===== src/design/health_alarm_supervisor_assert.svh =====
// Assertion macros for the health alarm supervisor.
// Used by the top level; expects i_clk and i_rst_n in scope.
`ifndef HEALTH_ALARM_SUPERVISOR_ASSERT_SVH
`define HEALTH_ALARM_SUPERVISOR_ASSERT_SVH

// Same-cycle implication, checked out of reset.
`define HAS_ASSERT_NOW(lbl, ante, cons) \
    lbl: assert property (@(posedge i_clk) disable iff (!i_rst_n) (ante) |-> (cons)) \
        else $error("health alarm supervisor check failed");

// Next-cycle implication, checked out of reset.
`define HAS_ASSERT_NEXT(lbl, ante, cons) \
    lbl: assert property (@(posedge i_clk) disable iff (!i_rst_n) (ante) |=> (cons)) \
        else $error("health alarm supervisor check failed");

`endif


===== src/design/hlth_pkg.sv =====
// Shared types and constants of the health alarm supervisor.
// No dependencies; imported by every module of the block.
package hlth_pkg;

    localparam int CFG_ADDR_W = 3;
    localparam int CFG_DATA_W = 32;
    localparam int MASK_W     = 11;
    localparam int PCT_W      = 7;

    localparam logic [PCT_W-1:0] FILL_PCT_MAX = 7'd100;
    localparam logic [PCT_W-1:0] FILL_SCALE   = 7'd100;
    localparam logic [31:0]      COUNT_MAX    = 32'hFFFF_FFFF;

    // Alarm bit positions.
    localparam int ALM_SUPPLY   = 0;
    localparam int ALM_BATTERY  = 1;
    localparam int ALM_TEMP     = 2;
    localparam int ALM_WATCHDOG = 3;
    localparam int ALM_HEAP     = 4;
    localparam int ALM_BOOTLOOP = 5;
    localparam int ALM_HEALTH   = 6;
    localparam int ALM_LEAK     = 7;
    localparam int ALM_SENSOR   = 8;
    localparam int ALM_VIB      = 9;
    localparam int ALM_SPOOL    = 10;

    // Event flag bit positions.
    localparam int FLG_POWER_VALID = 0;
    localparam int FLG_BOOTLOOP    = 1;
    localparam int FLG_HEALTH      = 2;
    localparam int FLG_ENV_VALID   = 3;
    localparam int FLG_LEAK        = 4;
    localparam int FLG_INGRESS     = 5;
    localparam int FLG_PRESSURE    = 6;
    localparam int FLG_VIB_LIMIT   = 7;

    typedef enum logic [CFG_ADDR_W-1:0] {
        REG_ENABLE     = 3'd0,
        REG_MIN_SUPPLY = 3'd1,
        REG_MIN_BATT   = 3'd2,
        REG_MAX_TEMP   = 3'd3,
        REG_STALE_LIM  = 3'd4,
        REG_MIN_HEAP   = 3'd5,
        REG_MAX_VIB    = 3'd6,
        REG_FILL_PCT   = 3'd7
    } t_reg_idx;

    typedef enum logic [1:0] {
        STAT_CLEAR = 2'd0,
        STAT_ALARM = 2'd1,
        STAT_OFF   = 2'd2
    } t_status;

    typedef logic [MASK_W-1:0] t_mask;

    typedef struct packed {
        logic                enable;
        logic [15:0]         min_supply_mv;
        logic [15:0]         min_batt_mv;
        logic signed [15:0]  max_temp_c;
        logic [31:0]         feed_stale_limit_ms;
        logic [31:0]         min_heap_free;
        logic [15:0]         max_vibration;
        logic [PCT_W-1:0]    max_fill_percent;
    } t_cfg;

    typedef struct packed {
        logic [15:0]         supply_mv;
        logic [15:0]         batt_mv;
        logic signed [15:0]  temp_c;
        logic [31:0]         now_ms;
        logic [31:0]         feed_time_ms;
        logic [31:0]         heap_free;
        logic [15:0]         vibration;
        logic [31:0]         spool_used;
        logic [31:0]         spool_size;
        logic [7:0]          event_flags;
    } t_poll;

endpackage


===== src/design/hlth_cfg.sv =====
// Configuration register file of the health alarm supervisor.
// Depends on hlth_pkg for the register index codes and the t_cfg struct.
module hlth_cfg (
    input  logic                                i_clk,
    input  logic                                i_rst_n,
    input  logic                                i_cfg_we,
    input  logic [hlth_pkg::CFG_ADDR_W-1:0]     i_cfg_addr,
    input  logic [hlth_pkg::CFG_DATA_W-1:0]     i_cfg_data,
    output hlth_pkg::t_cfg                      o_cfg
);
    import hlth_pkg::*;

    t_cfg r_cfg;
    t_cfg n_cfg;

    always_comb begin
        n_cfg = r_cfg;
        if (i_cfg_we) begin
            case (t_reg_idx'(i_cfg_addr))
                REG_ENABLE:     n_cfg.enable              = i_cfg_data[0];
                REG_MIN_SUPPLY: n_cfg.min_supply_mv       = i_cfg_data[15:0];
                REG_MIN_BATT:   n_cfg.min_batt_mv         = i_cfg_data[15:0];
                REG_MAX_TEMP:   n_cfg.max_temp_c          = $signed(i_cfg_data[15:0]);
                REG_STALE_LIM:  n_cfg.feed_stale_limit_ms = i_cfg_data[31:0];
                REG_MIN_HEAP:   n_cfg.min_heap_free       = i_cfg_data[31:0];
                REG_MAX_VIB:    n_cfg.max_vibration       = i_cfg_data[15:0];
                REG_FILL_PCT: begin
                    // Values above full scale in the low PCT_W data bits are refused; the old value stays.
                    if (i_cfg_data[PCT_W-1:0] <= FILL_PCT_MAX) begin
                        n_cfg.max_fill_percent = i_cfg_data[PCT_W-1:0];
                    end
                end
                default: n_cfg = r_cfg;
            endcase
        end
    end

    always_ff @(posedge i_clk) begin
        if (!i_rst_n) begin
            r_cfg <= '0;
        end else begin
            r_cfg <= n_cfg;
        end
    end

    assign o_cfg = r_cfg;

endmodule


===== src/design/hlth_eval.sv =====
// Alarm mask evaluation: threshold compares, watchdog age and spool fill check.
// Depends on hlth_pkg for the poll and configuration structs and bit positions.
module hlth_eval (
    input  hlth_pkg::t_poll  i_poll,
    input  hlth_pkg::t_cfg   i_cfg,
    output hlth_pkg::t_mask  o_mask
);
    import hlth_pkg::*;

    logic        power_ok;
    logic        env_ok;
    logic [31:0] feed_age;
    logic [38:0] fill_used;
    logic [38:0] fill_limit;
    logic        vib_high;

    assign power_ok = i_poll.event_flags[FLG_POWER_VALID];
    assign env_ok   = i_poll.event_flags[FLG_ENV_VALID];

    // Uptime wraps, so the age is taken modulo 2^32.
    assign feed_age = i_poll.now_ms - i_poll.feed_time_ms;

    // Both products fit in 39 bits, so the compare never wraps.
    assign fill_used  = 39'(i_poll.spool_used) * 39'(FILL_SCALE);
    assign fill_limit = 39'(i_poll.spool_size) * 39'(i_cfg.max_fill_percent);

    assign vib_high = (i_cfg.max_vibration != 16'd0)
                   && (i_poll.vibration > i_cfg.max_vibration);

    always_comb begin
        o_mask = '0;
        o_mask[ALM_SUPPLY]   = power_ok && (i_cfg.min_supply_mv != 16'd0)
                            && (i_poll.supply_mv < i_cfg.min_supply_mv);
        o_mask[ALM_BATTERY]  = power_ok && (i_cfg.min_batt_mv != 16'd0)
                            && (i_poll.batt_mv < i_cfg.min_batt_mv);
        o_mask[ALM_TEMP]     = power_ok && (i_cfg.max_temp_c != 16'sd0)
                            && ($signed(i_poll.temp_c) > $signed(i_cfg.max_temp_c));
        o_mask[ALM_WATCHDOG] = (i_cfg.feed_stale_limit_ms != 32'd0)
                            && (i_poll.feed_time_ms != 32'd0)
                            && (feed_age > i_cfg.feed_stale_limit_ms);
        o_mask[ALM_HEAP]     = (i_cfg.min_heap_free != 32'd0)
                            && (i_poll.heap_free < i_cfg.min_heap_free);
        o_mask[ALM_BOOTLOOP] = i_poll.event_flags[FLG_BOOTLOOP];
        o_mask[ALM_HEALTH]   = i_poll.event_flags[FLG_HEALTH];
        o_mask[ALM_LEAK]     = env_ok && (i_poll.event_flags[FLG_LEAK]
                            || i_poll.event_flags[FLG_INGRESS]);
        o_mask[ALM_SENSOR]   = env_ok && i_poll.event_flags[FLG_PRESSURE];
        o_mask[ALM_VIB]      = env_ok && (i_poll.event_flags[FLG_VIB_LIMIT] || vib_high);
        o_mask[ALM_SPOOL]    = (i_cfg.max_fill_percent != '0)
                            && (i_poll.spool_size != 32'd0)
                            && (fill_used >= fill_limit);
    end

endmodule


===== src/design/health_alarm_supervisor.sv =====
// Health alarm supervisor top level: poll register, alarm state and result register.
// Depends on hlth_pkg, hlth_cfg, hlth_eval and health_alarm_supervisor_assert.svh.
//
//   channel | direction | handshake                 | payload
//   poll    | in        | i_in_valid / o_in_stall   | supply .. event_flags
//   result  | out       | o_out_valid / i_out_stall | alarm_mask .. status
//   config  | in        | i_cfg_we                  | i_cfg_addr, i_cfg_data
//
// One poll word is taken per cycle while o_in_stall is low; its result word is loaded
// once the result register is free (poll register, compare logic, then result register).
// The alarm state is updated at the same edge that loads the result register,
// so back-to-back polls see each other's masks. Reset is synchronous and clears
// configuration, alarm state and both valid flags. A stalled result holds the
// result register; one more poll can wait in the poll register behind it.
`include "health_alarm_supervisor_assert.svh"

module health_alarm_supervisor (
    input  logic                              i_clk,
    input  logic                              i_rst_n,
    input  logic                              i_in_valid,
    output logic                              o_in_stall,
    input  logic [15:0]                       i_supply_mv,
    input  logic [15:0]                       i_batt_mv,
    input  logic signed [15:0]                i_temp_c,
    input  logic [31:0]                       i_now_ms,
    input  logic [31:0]                       i_feed_time_ms,
    input  logic [31:0]                       i_heap_free,
    input  logic [15:0]                       i_vibration,
    input  logic [31:0]                       i_spool_used,
    input  logic [31:0]                       i_spool_size,
    input  logic [7:0]                        i_event_flags,
    output logic                              o_out_valid,
    input  logic                              i_out_stall,
    output logic [hlth_pkg::MASK_W-1:0]       o_alarm_mask,
    output logic [hlth_pkg::MASK_W-1:0]       o_prior_mask,
    output logic                              o_changed,
    output logic [hlth_pkg::MASK_W-1:0]       o_raised_mask,
    output logic [31:0]                       o_change_count,
    output logic [31:0]                       o_change_time_ms,
    output logic [1:0]                        o_status,
    input  logic                              i_cfg_we,
    input  logic [hlth_pkg::CFG_ADDR_W-1:0]   i_cfg_addr,
    input  logic [hlth_pkg::CFG_DATA_W-1:0]   i_cfg_data
);
    import hlth_pkg::*;

    t_cfg    cfg;
    t_mask   mask;
    t_poll   r_poll;
    logic    r_in_valid;
    logic    out_free;
    logic    in_free;
    logic    advance;
    logic    mask_diff;
    logic    res_off;
    logic    res_on;

    // Alarm state.
    t_mask       r_active_mask;
    t_mask       r_prior_mask;
    logic [31:0] r_change_count;
    logic [31:0] r_change_time;
    t_mask       n_active_mask;
    t_mask       n_prior_mask;
    logic [31:0] n_change_count;
    logic [31:0] n_change_time;

    // Result register.
    logic        r_out_valid;
    t_mask       r_alarm_mask;
    t_mask       r_res_prior;
    logic        r_changed;
    t_mask       r_raised_mask;
    logic [31:0] r_res_count;
    logic [31:0] r_res_time;
    t_status     r_status;
    t_status     n_status;

    hlth_cfg u_cfg (
        .i_clk      (i_clk),
        .i_rst_n    (i_rst_n),
        .i_cfg_we   (i_cfg_we),
        .i_cfg_addr (i_cfg_addr),
        .i_cfg_data (i_cfg_data),
        .o_cfg      (cfg)
    );

    hlth_eval u_eval (
        .i_poll (r_poll),
        .i_cfg  (cfg),
        .o_mask (mask)
    );

    assign out_free   = !r_out_valid || !i_out_stall;
    assign in_free    = !r_in_valid || out_free;
    assign advance    = r_in_valid && out_free;
    assign o_in_stall = !in_free;

    always_ff @(posedge i_clk) begin
        if (!i_rst_n) begin
            r_in_valid <= 1'b0;
        end else if (in_free) begin
            r_in_valid <= i_in_valid;
        end
    end

    always_ff @(posedge i_clk) begin
        if (in_free && i_in_valid) begin
            r_poll.supply_mv    <= i_supply_mv;
            r_poll.batt_mv      <= i_batt_mv;
            r_poll.temp_c       <= i_temp_c;
            r_poll.now_ms       <= i_now_ms;
            r_poll.feed_time_ms <= i_feed_time_ms;
            r_poll.heap_free    <= i_heap_free;
            r_poll.vibration    <= i_vibration;
            r_poll.spool_used   <= i_spool_used;
            r_poll.spool_size   <= i_spool_size;
            r_poll.event_flags  <= i_event_flags;
        end
    end

    assign mask_diff = (mask != r_active_mask);

    // A disabled block reports its stored state and leaves it untouched.
    always_comb begin
        n_active_mask  = r_active_mask;
        n_prior_mask   = r_prior_mask;
        n_change_count = r_change_count;
        n_change_time  = r_change_time;
        n_status       = STAT_OFF;
        if (cfg.enable) begin
            n_active_mask = mask;
            n_prior_mask  = r_active_mask;
            if (mask_diff) begin
                if (r_change_count != COUNT_MAX) begin
                    n_change_count = r_change_count + 32'd1;
                end
                n_change_time = r_poll.now_ms;
            end
            n_status = (mask != '0) ? STAT_ALARM : STAT_CLEAR;
        end
    end

    always_ff @(posedge i_clk) begin
        if (!i_rst_n) begin
            r_active_mask  <= '0;
            r_prior_mask   <= '0;
            r_change_count <= '0;
            r_change_time  <= '0;
        end else if (advance) begin
            r_active_mask  <= n_active_mask;
            r_prior_mask   <= n_prior_mask;
            r_change_count <= n_change_count;
            r_change_time  <= n_change_time;
        end
    end

    always_ff @(posedge i_clk) begin
        if (!i_rst_n) begin
            r_out_valid <= 1'b0;
        end else if (out_free) begin
            r_out_valid <= r_in_valid;
        end
    end

    always_ff @(posedge i_clk) begin
        if (advance) begin
            r_alarm_mask  <= n_active_mask;
            r_res_prior   <= n_prior_mask;
            r_changed     <= cfg.enable && mask_diff;
            r_raised_mask <= cfg.enable ? (mask & ~r_active_mask) : '0;
            r_res_count   <= n_change_count;
            r_res_time    <= n_change_time;
            r_status      <= n_status;
        end
    end

    assign o_out_valid      = r_out_valid;
    assign o_alarm_mask     = r_alarm_mask;
    assign o_prior_mask     = r_res_prior;
    assign o_changed        = r_changed;
    assign o_raised_mask    = r_raised_mask;
    assign o_change_count   = r_res_count;
    assign o_change_time_ms = r_res_time;
    assign o_status         = r_status;

    assign res_off = r_out_valid && (r_status == STAT_OFF);
    assign res_on  = r_out_valid && (r_status != STAT_OFF);

    `HAS_ASSERT_NEXT(a_active_matches_result, advance, r_active_mask == r_alarm_mask)
    `HAS_ASSERT_NEXT(a_prior_matches_result, advance, r_prior_mask == r_res_prior)
    `HAS_ASSERT_NEXT(a_count_never_drops, advance, r_change_count >= $past(r_change_count))
    `HAS_ASSERT_NOW(a_off_reports_no_change, res_off, !r_changed && (r_raised_mask == '0))
    `HAS_ASSERT_NOW(a_changed_consistent, res_on, r_changed == (r_alarm_mask != r_res_prior))

endmodule

===== config.mk =====
export PLATFORM = sky130hd
export DESIGN_NAME = health_alarm_supervisor
export DESIGN_NICKNAME = d
export VERILOG_FILES = /design/src/design/hlth_pkg.sv /design/src/design/hlth_cfg.sv /design/src/design/hlth_eval.sv /design/src/design/health_alarm_supervisor.sv
export VERILOG_INCLUDE_DIRS = /design/src /design/src/design
export SDC_FILE = /design/constraint.sdc
export NUM_CORES = 2
export LEC_CHECK = 0
export BUFFER_PORTS_ARGS = -buffer_cell sky130_fd_sc_hd__buf_2
export CORE_MARGIN = 4
export CORE_UTILIZATION = 45
export DETAILED_ROUTE_END_ITERATION = 8
export GPL_TIMING_DRIVEN = 0
export SLEW_MARGIN = 20
export SYNTH_ARGS = -nofsm -noshare
export SYNTH_HDL_FRONTEND = slang
export SYNTH_SLANG_ARGS = --single-unit

===== constraint.sdc =====
create_clock -name i_clk -period 23.2 [get_ports i_clk]
set_input_delay 1.16 -clock i_clk [delete_from_list [all_inputs] [get_ports i_clk]]
set_output_delay 1.16 -clock i_clk [all_outputs]
set_load 0.03 [all_outputs]

After elaboration in Yosys (flattened, before gate mapping)
Index checks and enable logic that the tools add are counted.
{"block": "totals", "ff_bits": 556, "latch_bits": 0, "mem_bits_rw": 0, "rom_bits": 0, "mem_count": 0}
{"block": "op_classes", "addsub": 2, "multipliers": 2, "div": 0, "n_lt_le_gt_ge": 8, "n_eq_ne": 9, "shifts": 0, "n_mux": 8, "bitwise_logic": 2, "reduce_logical": 45}
{"cell": "$mux W32", "count": 5}
{"cell": "$reduce_bool A32 Y1", "count": 4}
{"cell": "$reduce_bool A16 Y1", "count": 4}
{"cell": "$ge A39 B39 Y1", "count": 1}
{"cell": "$mul A32 B7 Y39", "count": 1}
{"cell": "$mul A32 B5 Y37 const B", "count": 1}
{"cell": "$add A32 B1 Y32 const B", "count": 1}
{"cell": "$gt A16 B16 Y1", "count": 2}
{"cell": "$gt A32 B32 Y1", "count": 1}
{"cell": "$lt A16 B16 Y1", "count": 2}
{"cell": "$lt A32 B32 Y1", "count": 1}
{"cell": "$ne A32 B32 Y1 const B", "count": 1}
{"cell": "$sub A32 B32 Y32", "count": 1}
{"cell": "$mux W11", "count": 2}
{"cell": "$logic_and A1 B1 Y1", "count": 18}
{"cell": "$reduce_and A2 Y1", "count": 7}
{"cell": "$eq A3 B3 Y1 const B", "count": 4}
{"cell": "$and A11 B11 Y11", "count": 1}
{"cell": "$ne A11 B11 Y1", "count": 1}
{"cell": "$not A11 Y11", "count": 1}
{"cell": "$reduce_bool A11 Y1", "count": 1}
{"cell": "$le A7 B7 Y1 const B", "count": 1}
{"cell": "$reduce_bool A7 Y1", "count": 1}
{"cell": "$eq A3 B2 Y1 const B", "count": 2}
{"cell": "other kinds (6)", "count": 12}

Depth between registers and ports, before layout
{"block": "depth", "depth_word": 7, "ltp_mapped": 38}

Cells and area by module
A second synthesis with hierarchy kept.
{"block": "unflattened", "hier_cells": 3629, "hier_area_um2": 36877.9}
{"mod": "hlth_eval", "n_inst": 1, "cells_per_inst": 2046, "area_per_inst_um2": 16294.4, "seq_area_each_um2": 0.0}
{"mod": "health_alarm_supervisor", "n_inst": 1, "cells_per_inst": 967, "area_per_inst_um2": 15284.7, "seq_area_each_um2": 11731.3}
{"mod": "hlth_cfg", "n_inst": 1, "cells_per_inst": 616, "area_per_inst_um2": 5298.8, "seq_area_each_um2": 2722.6}

Worst setup path before layout
Ideal clock, no wire load.
{"block": "synth_path", "path_kind": "in2reg", "start": "in i_out_stall", "end": "reg r_poll[0] (netlist bit), enable pin", "arrival_ns": 11.615, "required_ns": 22.349, "setup_slack_ns": 10.734, "cell_stages": 2, "cell_sequence": "and3_1 nor2b_1"}
{"block": "synth_between", "elab_chain_len": 4}
{"element": "start, declared", "line_no": "health_alarm_supervisor.sv:33", "rtl": "input logic i_out_stall,"}
{"element": "$logic_not A1 Y1", "line_no": "health_alarm_supervisor.sv:94", "rtl": "assign out_free = !r_out_valid || !i_out_stall;"}
{"element": "$logic_or A1 B1 Y1", "line_no": "health_alarm_supervisor.sv:94"}
{"element": "$logic_or A1 B1 Y1", "line_no": "health_alarm_supervisor.sv:95", "rtl": "assign in_free = !r_in_valid || out_free;"}
{"element": "$logic_and A1 B1 Y1", "line_no": "health_alarm_supervisor.sv:108", "rtl": "if (in_free && i_in_valid) begin"}
{"element": "end, declared", "line_no": "health_alarm_supervisor.sv:49", "rtl": "t_poll r_poll;"}
Every way passes these cells.
A chain may end at the register's enable or synchronous reset.

Final worst setup path
{"block": "layout_path", "start": "reg u_cfg.r_cfg (netlist bit u_cfg.o_cfg[6])", "end": "reg r_change_count[22]"}
{"block": "layout_between", "elab_chain_len": 6}
{"element": "start, declared", "line_no": "hlth_cfg.sv:13", "rtl": "t_cfg r_cfg;"}
{"element": "start signal, assigned", "line_no": "hlth_cfg.sv:42", "rtl": "r_cfg <= n_cfg;"}
{"element": "$mul A32 B7 Y39 or $reduce_bool A7 Y1 (tied branches)", "line_no": "hlth_eval.sv:25, hlth_eval.sv:49"}
{"element": "$ge A39 B39 Y1 or $logic_and A1 B1 Y1 (tied branches)", "line_no": "hlth_eval.sv:51, hlth_eval.sv:50"}
{"element": "$logic_and A1 B1 Y1 (*)", "line_no": "hlth_eval.sv:51", "rtl": "&& (fill_used >= fill_limit);"}
{"element": "$ne A11 B11 Y1 (*)", "line_no": "health_alarm_supervisor.sv:122", "rtl": "assign mask_diff = (mask != r_active_mask);"}
{"element": "$mux W32 (*)", "line_no": "health_alarm_supervisor.sv:134", "rtl": "if (mask_diff) begin"}
{"element": "$mux W32 (*)", "line_no": "health_alarm_supervisor.sv:131", "rtl": "if (cfg.enable) begin"}
{"element": "end signal, assigned", "line_no": "health_alarm_supervisor.sv:153", "rtl": "r_change_count <= n_change_count;"}
{"element": "end, declared", "line_no": "health_alarm_supervisor.sv:61", "rtl": "logic [31:0] r_change_count;"}
Mark *: on every way between the ends. The rest lies on a longest branch, timed or not.

==> results.sh <==
export IMPL_pwr_share_seq_pct=40.6
export IMPL_cellPowerDensity_nw_per_um2=67.1
export IMPL_p_switching_uw=807
export IMPL_fin_skew_ns=0.0252
export IMPL_finalCriticalPeriod_ns=9.90
export IMPL_fmax_mhz=101
export IMPL_drive_above_1_share_pct=13.1
export IMPL_synthMuxAreaShare_pct=0.642
export IMPL_cts_sink_count=556
export IMPL_tightest_slew_ns=1.13
export IMPL_layout_nets=4861
export IMPL_grt_use_met3_pct=3.63
export IMPL_grt_pass1_vias=26800
export IMPL_ant_nets=0
export IMPL_via_per_inst=5.19
export IMPL_start_kind="flip-flop"
export IMPL_internal_power_uw=1960
export IMPL_hold_start="r_prior_mask[10]"
export IMPL_worstReg2RegStart="u_cfg.o_cfg[6]"
export IMPL_gp_routability_congestion=0.873
export IMPL_post_cts_buffers=0
export IMPL_start_util_pct=45.6
export IMPL_p_leak_uw=0.0180
export IMPL_synthSimpleGateAreaFrac_pct=16.6
export IMPL_core_area_um2=77700
export IMPL_cp_arrival_ns=10.37
export IMPL_synthAdderAreaFrac_pct=22.8
export IMPL_path_class="reg2reg"
export IMPL_postCtsHoldBufs=0
export IMPL_drc=0
export IMPL_min_to="r_prior_mask[10]"
export IMPL_synth_compound_area_share_pct=10.1
export IMPL_clkPwrFrac_pct=38.5
export IMPL_grt_pass1_wl_mm=148
export IMPL_cts_root_buf="clkbuf_16"
export IMPL_hold_viol_final=0
export IMPL_gr_total_overflow=0
export IMPL_final_cell_mix="nand2_1, inv_1, buf_2, ha_1, edfxtp_1"
export IMPL_ys_async_sr_fraction_pct=0
export IMPL_rows=102
export IMPL_die_height_um=289
export IMPL_busiest_layer="met2"
export IMPL_clk_path_buf_depth=3
export IMPL_totalPowerFinal_uw=2760
export IMPL_swShare_pct=29.2
export IMPL_drt_total_wl_mm=95.7
export IMPL_synth_ff_latch_count=556
export IMPL_regToRegEndpoint="r_change_count[22]"
export IMPL_worstPathRequired_ns=23.67
export IMPL_synth_ff_type="edfxtp_1"
export IMPL_grtUsageTotal_pct=22.8
export IMPL_syn_avg_cell_area_um2=9.84
export IMPL_register_area_um2=14500
export IMPL_drv_slew=0
export IMPL_yosys_area_share_xor_xnor_pct=3.61
export IMPL_antenna_found_initial=12
export IMPL_finish_utilization_pct=53.0
export IMPL_syn_to_final_growth_pct=16.1
export IMPL_die_w_um=289
export IMPL_crit_fanout=10
export IMPL_dieArea_um2=83300
export IMPL_synthesis_area_um2=35500
export IMPL_critical_path_max_stage_delay_ns=0.62
export IMPL_relSlewSlack_pct=23.9
export IMPL_slowest_stage="dfxtp_1"
export IMPL_reg2reg_depth=33
export IMPL_syn_nets=4412
export IMPL_cts_buffers=67
export IMPL_clk_pin_slew_worst_paths_ns=0.06
export IMPL_portBuffers=364
export IMPL_synth_cell_types=72
export IMPL_clk_latency_ns=0.62
export IMPL_tns_ns=0
export IMPL_timing_final_crit_share_pct=42.7
export IMPL_nFillCells=7176
export IMPL_htreeDepth=3
export IMPL_pwr_share_comb_pct=20.9
export IMPL_synthCells=3601
export IMPL_post_cts_resized=0
export IMPL_wl_per_cell_um=18.6
export IMPL_pin_count=374
export IMPL_hold_class="reg2reg"
export IMPL_report_final_setup_viol=0
export IMPL_met1_usage_pct=29.6
export IMPL_use_met2_pct=38.5
export IMPL_status="completed"
export IMPL_synth_edff_count=332
export IMPL_cts_tree="built"
export IMPL_vias=26700
export IMPL_worstSetupEndpointType="flip-flop"
export IMPL_multiInputGateArea_um2=19100
export IMPL_synth_top_family_by_area="adder cells"
export IMPL_hpwl_mm=75.0
export IMPL_rrSetupSlack_ns=13.30
export IMPL_first_pass_iters=6
export IMPL_worstHoldPathCells=2
export IMPL_grt_start_max_net_pins=48
export IMPL_synth_warnings=0
export IMPL_irDropWorstVdd_mv=0.0569
export IMPL_cap_violations=0
export IMPL_ys_seq_area_share_pct=40.8
export IMPL_rsz0062_at_grt="false"
export IMPL_layout_commonest_cell="nand2_1"
export IMPL_whs_ns=0.451
export IMPL_drt_iter0_markers=1703
## registers in the layout (all words and copies together), names as in the netlist
| register | flops |
|---|---|
| o_raised_mask | 11 |
| r_change_time | 32 |
| r_prior_mask | 11 |
| o_change_time_ms | 32 |
| r_active_mask | 11 |
| o_out_valid | 1 |
| o_change_count | 32 |
| u_cfg.o_cfg | 136 |
| o_alarm_mask | 11 |
| r_change_count | 32 |
| r_poll | 232 |
| r_in_valid | 1 |
| o_changed | 1 |
| o_status | 2 |
| o_prior_mask | 11 |
## Yosys cell counts, drive strengths merged (6+ instances only)
cell     count  area, um2
nor4        53        332
edfxtp     332       9970
nor2       197        747
ha         362       4530
buf          8       48.8
clkbuf     106        400
nand2      523       1970
o211ai       9       67.6
xnor2       79        692
nand2b      22        138
a31oi       10       68.8
xor2        67        587
a2111oi      6       52.6
fa         177       3540
and4        11       96.3
inv        400       1500
dfxtp      224       4480
a21oi      285       1430
nand4       53        332
a21o       105        788
a21boi       9       67.6
nand3       45        225
mux2i        7       70.1
mux2        14        158
o21ai       73        365
o21bai      13       97.6
and3        21        133
nor2b       23        144
a221oi       6       58.8
or3         13       86.3
nor3        69        370
o31ai        6       45.0
a211oi      11       82.6
and2       201       1260
o21a        14        105
## layer usage
| metal | up-vias | part of all wire [%] |
|---|---|---|
| li1 | 13200 | - |
| met5 | - | 0.11 |
| met4 | 14 | 3.9 |
| met1 | 12700 | 43 |
| met3 | 179 | 5.0 |
| met2 | 618 | 48 |
## per-stage QoR
stage / std cells / setup slack, ns / area [um2]
after CTS: 5143 / 13.39 / 41200
after detailed placement: 5021 / 13.46 / 38900
final: 5146 / 13.30 / 41200
after floorplan: 3601 / 10.73 / 35500
after global routing: 5145 / 12.88 / 41200
after global placement: 5005 / 5.09 / 38600
## cells by family after synthesis
family,count (synthesis)
xor gates and xnor gates,146
and+or+nand+nor,1240
muxes,21
buffers and inverters,515
DFF,556
AOI/OAI and AO/OA,584
adders and majority gates,539
## critical path: cells and delay by family, from the launching register on
| kind | cells | cell delay, ns |
|---|---|---|
| AO/OA/AOI/OAI | 11 | 3.16 |
| XOR/XNOR | 2 | 0.26 |
| flip-flops | 1 | 0.62 |
| adder cells (fa/ha/maj) | 7 | 3.13 |
| buffers and inverters | 4 | 0.74 |
| AND/OR/NAND/NOR | 9 | 1.83 |
## how the worst max path moves through the flow
stage / start / end / slack [ns] / depth (start not counted)
2_1_floorplan: i_out_stall / r_poll[0] / 10.73 / 2
3_3_place_gp: i_out_stall / r_poll[43] / 5.09 / 3
3_5_place_dp: u_cfg.o_cfg[6] / r_change_count[28] / 13.46 / 33
4_1_cts: u_cfg.o_cfg[6] / r_change_count[22] / 13.39 / 33
5_1_grt: u_cfg.o_cfg[6] / r_change_count[22] / 12.88 / 33
6_report: u_cfg.o_cfg[6] / r_change_count[22] / 13.30 / 33
## power groups by stage
stage,Clock [uW],Combinational [uW],Sequential [uW]
floorplan,0,406,1160
global placement,0,566,1160
detailed placement,0,582,1140
CTS,1090,587,1120
global route,1130,670,1130
finish,1060,578,1120
## layout make-up
type                       count  share of cell area, %
inverter                     401                   3.66
antenna                        3                 0.0182
buffer                       114                   1.10
multi-input combinational   2530                   46.3
tap                         1040                   3.16
timing repair buffer         380                   5.24
clock buffer                  85                   4.49
clock inverter                37                  0.933
sequential                   556                   35.1
Power figures use the tool's default switching activity.
